**config.mk**
```make
export PLATFORM = sky130hd
export DESIGN_NAME = qpa_front
export DESIGN_NICKNAME = d
export VERILOG_FILES = /design/src/design/qpa_pkg.sv /design/src/design/qpa_front.sv
export SDC_FILE = /design/constraint.sdc
export NUM_CORES = 2
export LEC_CHECK = 0
export ABC_AREA = 0
export BUFFER_PORTS_ARGS = -buffer_cell sky130_fd_sc_hd__buf_2
export CORE_MARGIN = 2
export CORE_UTILIZATION = 55
export CTS_CLUSTER_DIAMETER = 60
export DETAILED_ROUTE_END_ITERATION = 10
export PLACE_DENSITY_LB_ADDON = 0.3
export REMOVE_ABC_BUFFERS = 1
export SYNTH_ARGS = -nofsm -noshare
export SYNTH_HDL_FRONTEND = slang
export SYNTH_SLANG_ARGS = --single-unit
export TNS_END_PERCENT = 1
```
**constraint.sdc**
```tcl
create_clock -name clk -period 8.7 [get_ports clk]
set_input_delay 0.87 -clock clk [delete_from_list [all_inputs] [get_ports clk]]
set_output_delay 0.87 -clock clk [all_outputs]
set_load 0.05 [all_outputs]
```
**src/design/qpa_pkg.sv**
```systemverilog
// ----------------------------------------------------------------------------
// qpa_pkg
// Types and constants of the quaternion pose amplifier.
// ----------------------------------------------------------------------------
package qpa_pkg;

  localparam int JOINT_SLOTS = 16;
  localparam int JOINT_IDX_W = (JOINT_SLOTS > 1) ? $clog2(JOINT_SLOTS) : 1;

  localparam logic CMD_STORE   = 1'b0;
  localparam logic CMD_AMPLIFY = 1'b1;

  localparam int QUEUE_DEPTH = 4;
  localparam int QUEUE_PTR_W = $clog2(QUEUE_DEPTH);

  localparam int SQRT_STEPS      = 28;
  localparam int CORDIC_STEPS    = 28;
  localparam int DIV_STEPS       = 32;
  localparam int AXIS_ZERO_LIMIT = 281;

  localparam logic signed [33:0] CORDIC_INV_GAIN = 34'sd652032874;

  localparam logic signed [31:0] ATAN_TURNS [CORDIC_STEPS] = '{
    32'sd536870912, 32'sd316933406, 32'sd167458907, 32'sd85004756,
    32'sd42667331,  32'sd21354465,  32'sd10679838,  32'sd5340245,
    32'sd2670163,   32'sd1335087,   32'sd667544,    32'sd333772,
    32'sd166886,    32'sd83443,     32'sd41722,     32'sd20861,
    32'sd10430,     32'sd5215,      32'sd2608,      32'sd1304,
    32'sd652,       32'sd326,       32'sd163,       32'sd81,
    32'sd41,        32'sd20,        32'sd10,        32'sd5
  };

  typedef struct packed {
    logic               cmd;
    logic [3:0]         joint;
    logic signed [15:0] rot_x;
    logic signed [15:0] rot_y;
    logic signed [15:0] rot_z;
    logic signed [15:0] rot_w;
    logic signed [31:0] pos_x;
    logic signed [31:0] pos_y;
    logic signed [31:0] pos_z;
    logic [15:0]        turn_gain;
    logic [15:0]        slide_gain;
  } in_item_t;

  typedef struct packed {
    logic [3:0]         joint_out;
    logic signed [15:0] out_rot_x;
    logic signed [15:0] out_rot_y;
    logic signed [15:0] out_rot_z;
    logic signed [15:0] out_rot_w;
    logic signed [31:0] out_pos_x;
    logic signed [31:0] out_pos_y;
    logic signed [31:0] out_pos_z;
  } out_item_t;

  // element 0 is x, 3 is w
  typedef struct packed {
    logic [3:0]       joint;
    logic [3:0][15:0] now_rot;
    logic [3:0][15:0] rest_rot;
    logic [2:0][31:0] now_pos;
    logic [2:0][31:0] rest_pos;
    logic [15:0]      turn_gain;
    logic [15:0]      slide_gain;
  } work_t;

endpackage

```
**src/design/qpa_front.sv**
```systemverilog
// ----------------------------------------------------------------------------
// qpa_front
// Accepts items, keeps the rest pose table, forwards amplify work.
// ----------------------------------------------------------------------------
module qpa_front import qpa_pkg::*; (
  input  logic     clk,
  input  logic     push,
  input  in_item_t item,
  output logic     full,
  input  logic     q_full,
  output logic     q_wr,
  output work_t    q_data
);

  logic [63:0] rest_rotation    [JOINT_SLOTS];
  logic [63:0] rest_position_xy [JOINT_SLOTS];
  logic [31:0] rest_position_z  [JOINT_SLOTS];

  logic                   accept;
  logic                   in_range;
  logic [JOINT_IDX_W-1:0] idx;

  assign full     = q_full;
  assign accept   = push & ~q_full;
  assign in_range = 32'(item.joint) < JOINT_SLOTS;
  assign idx      = JOINT_IDX_W'(item.joint);

  always_ff @(posedge clk) begin
    if (accept && in_range && item.cmd == CMD_STORE) begin
      rest_rotation[idx]    <= {item.rot_w, item.rot_z, item.rot_y, item.rot_x};
      rest_position_xy[idx] <= {item.pos_y, item.pos_x};
      rest_position_z[idx]  <= item.pos_z;
    end
  end

  assign q_wr = accept && in_range && item.cmd == CMD_AMPLIFY;

  always_comb begin
    q_data.joint      = item.joint;
    q_data.now_rot    = {item.rot_w, item.rot_z, item.rot_y, item.rot_x};
    q_data.rest_rot   = rest_rotation[idx];
    q_data.now_pos    = {item.pos_z, item.pos_y, item.pos_x};
    q_data.rest_pos   = {rest_position_z[idx], rest_position_xy[idx]};
    q_data.turn_gain  = item.turn_gain;
    q_data.slide_gain = item.slide_gain;
  end

endmodule

```
==> results by group <==
Min path
  – HP Class: input pin to register
  – Hold Startpoint: item[138]

Die
  – Core area: 176,000 um^2
  – Initial core utilization: 55.2%
  – DIE AREA: 180,000 um^2
  – Chip width: 424 um
  – Rows: 154
  – Die H: 424 um
  – # IOs: 558

Synthesis
  – Syn. warnings: 0
  – Ys async rst share: 0%
  – Top post-synthesis cells by area: edfxtp_1, mux4_2, a22oi_1
  – Most numerous cell in the Yosys netlist: edfxtp_1
  – Library cells used by synthesis: 17
  – Primary FF master, synth: edfxtp_1
  – Number of synthesized flops with an enable pin: 2,560
  – Sequential area share after synthesis: 79.3%
  – Syn Inst Count: 4,122
  – Synth top area share: 79.3%
  – Synth top cells by count: edfxtp_1, mux4_2, a22oi_1, buf_4, nand2_1
  – Synthesized area: 97,000 um^2
  – Synthesis-stage register bit count: 2,560
  – Synth Area per Inst: 23.5 um^2
  – Post-synth top area cell: edfxtp_1

Setup path
  – WP depth: 7
  – Crit-path max cell delay: 0.79 ns
  – Critical Path End Type: output port
  – Crit path launch: item[192]
  – WP data required: 7.83 ns
  – Crit path kind: input pin to output port
  – Worst-path cell chain: buf_8 > buf_4 > buf_4 > mux4_2 > a22oi_1 > nand2_1 > buf_2
  – Critical path endpoint: q_data[269]
  – Slowest cell on crit path: buf_4
  – Crit path buf inv count: 4
  – Data arrival time of the critical path: 4.10 ns
  – Crit-path max FO: 54
  – Cell mode on critical path: buf_4
  – CP top delay family: buffers and inverters
  – Worst setup SP type: input pin

Timing
  – Fmax achieved: 0.201 GHz
  – Worst Max-Slew Pin Slew: 1.16 ns
  – Slew headroom: 22.4%
  – Final worst slack: 3.73 ns
  – RSZ-0062 raised after global routing: false
  – Final setup viols: 0
  – Min Tclk post-route: 4.97 ns
  – Pins Over Slew Limit: 0
  – Period utilization: 57.1%
  – Endpoints failing hold: 0

Outcome
  – Outcome: completed

Placed design
  – GP Congestion: 0.723
  – Port bufs: 493
  – Post-DP Area: 101,000 um^2
  – Worst slack, placed: 3.60 ns
  – Detail Placement HPWL: 105,000 um

Route
  – Pre-antenna DRT Iters: 5
  – Via count: 44,354
  – DR DRC count: 0
  – Post-route ant nets: 0
  – Initial DRC count: 4,547
  – Final WL: 214,000 um
  – Vias per inst: 6.27
  – DR WL/cell: 30.2 um

Flow run
  – Max-Cap Viols: 0

Clock tree
  – Postcts setup bufs: 0
  – Clk slew on worst S/H paths: 0.06 ns
  – Root Buffer: clkbuf_16
  – Clock Path Buffers: 3
  – H-tree depth: 4
  – Hold_buf cts: 0
  – Total CTS buffers: 239
  – Cts repair resizes: 0
  – Clk sinks: 2,560
  – TritonCTS clock tree: done

GRT
  – Largest net degree at the start of global routing: 138
  – First-pass GRT wire length: 311,000 um
  – Vias in the first global route: 46,122
  – Antenna violations before repair: 3
  – Total track usage: 23.8%
  – GRT overflow: 0

Layout
  – P&R area growth vs syn: 12.0%
  – Post-route cell area: 109,000 um^2
  – Layout Nets: 4,729
  – Layout cell share with drive strength beyond 1: 33.3%

Power and ir drop
  – Power per cell area: 234 nW/um^2
  – Final Power: 25.5 mW
  – Largest vdd supply drop: 245 uV
  – Leakage power: 34.7 nW
==> layer usage <==
metal  routed length, um  GRT usage [%]
met3               13100           3.33
met4                4040           5.68
met1               86000           33.2
met5                   0          0.134
met2              110000           40.2
==> how the worst min path moves through the flow <==
stage,to,cells past startpoint,slack [ns]
floorplan,rest_position_xy[0][0],0,0.97
finish,rest_rotation[0][58],1,0.37
CTS,rest_position_xy[10][61],1,0.30
global placement,rest_rotation[0][60],1,1.25
global route,rest_rotation[1][58],1,0.34
detailed placement,rest_position_xy[0][61],1,1.26
==> placed cells by master, fill, tap and decap left out, types with 2 or more instances in the layout <==
cell	instances
clkinv_1	55
a22oi_1	320
mux4_2	640
edfxtp_1	2560
diode_2	2
buf_12	18
inv_16	4
nand2b_1	4
clkinvlp_4	9
nor2b_4	2
clkbuf_1	52
nand2_1	163
clkinv_8	3
buf_2	491
buf_4	66
clkinv_2	46
inv_6	4
clkbuf_16	239
nor2_4	17
clkinv_16	7
bufinv_16	22
buf_8	2
==> power breakdown <==
group | leakage [nW] | switching (mW) | internal, mW
Combinational | 7.92 | 1.12 | 0.463
Sequential | 23.0 | 0.0187 | 13.7
Clock | 3.75 | 4.47 | 5.73
Total | 34.7 | 5.61 | 19.8
==> metrics by stage <==
stage / hold WS (ns) / cells / TNS, ns / utilization, %
6_report: 0.369 / 7073 / 0 / 61.8
3_5_place_dp: 1.26 / 6628 / 0 / 57.4
3_3_place_gp: 1.25 / 6627 / 0 / 57.4
5_1_grt: 0.338 / 7071 / 0 / 61.8
2_1_floorplan: 0.969 / 3711 / -17.44 / -
4_1_cts: 0.300 / 7071 / 0 / 61.8
==> final cells by class <==
cell class	instances	area [um^2]
diodes	2	5.00
clock buffers	291	6180
clock inverters	152	1560
fillers	11710	67100
multi-input cells	1151	17700
flip-flops and latches	2560	76900
well taps	2340	2930
repair buffers	577	3340
==> kinds of logic (layout without fill, tap and decap cells) <==
logic type / count (synthesis) / count (layout) / share of synthesized area, %
AO/OA/AOI/OAI: 320 / 320 / 2.48
buffers and inverters: 411 / 1020 / 2.59
flip-flops: 2560 / 2560 / 79.3
multiplexers: 640 / 640 / 14.9
other: 0 / 2 / 0
AND/OR/NAND/NOR: 191 / 191 / 0.777
==> flip-flops by register name, summed over array words and instances (netlist names) <==
register and cells:
rest_position_xy 1024, rest_rotation 1024, rest_position_z 512
(Power assumes the default switching activity.)
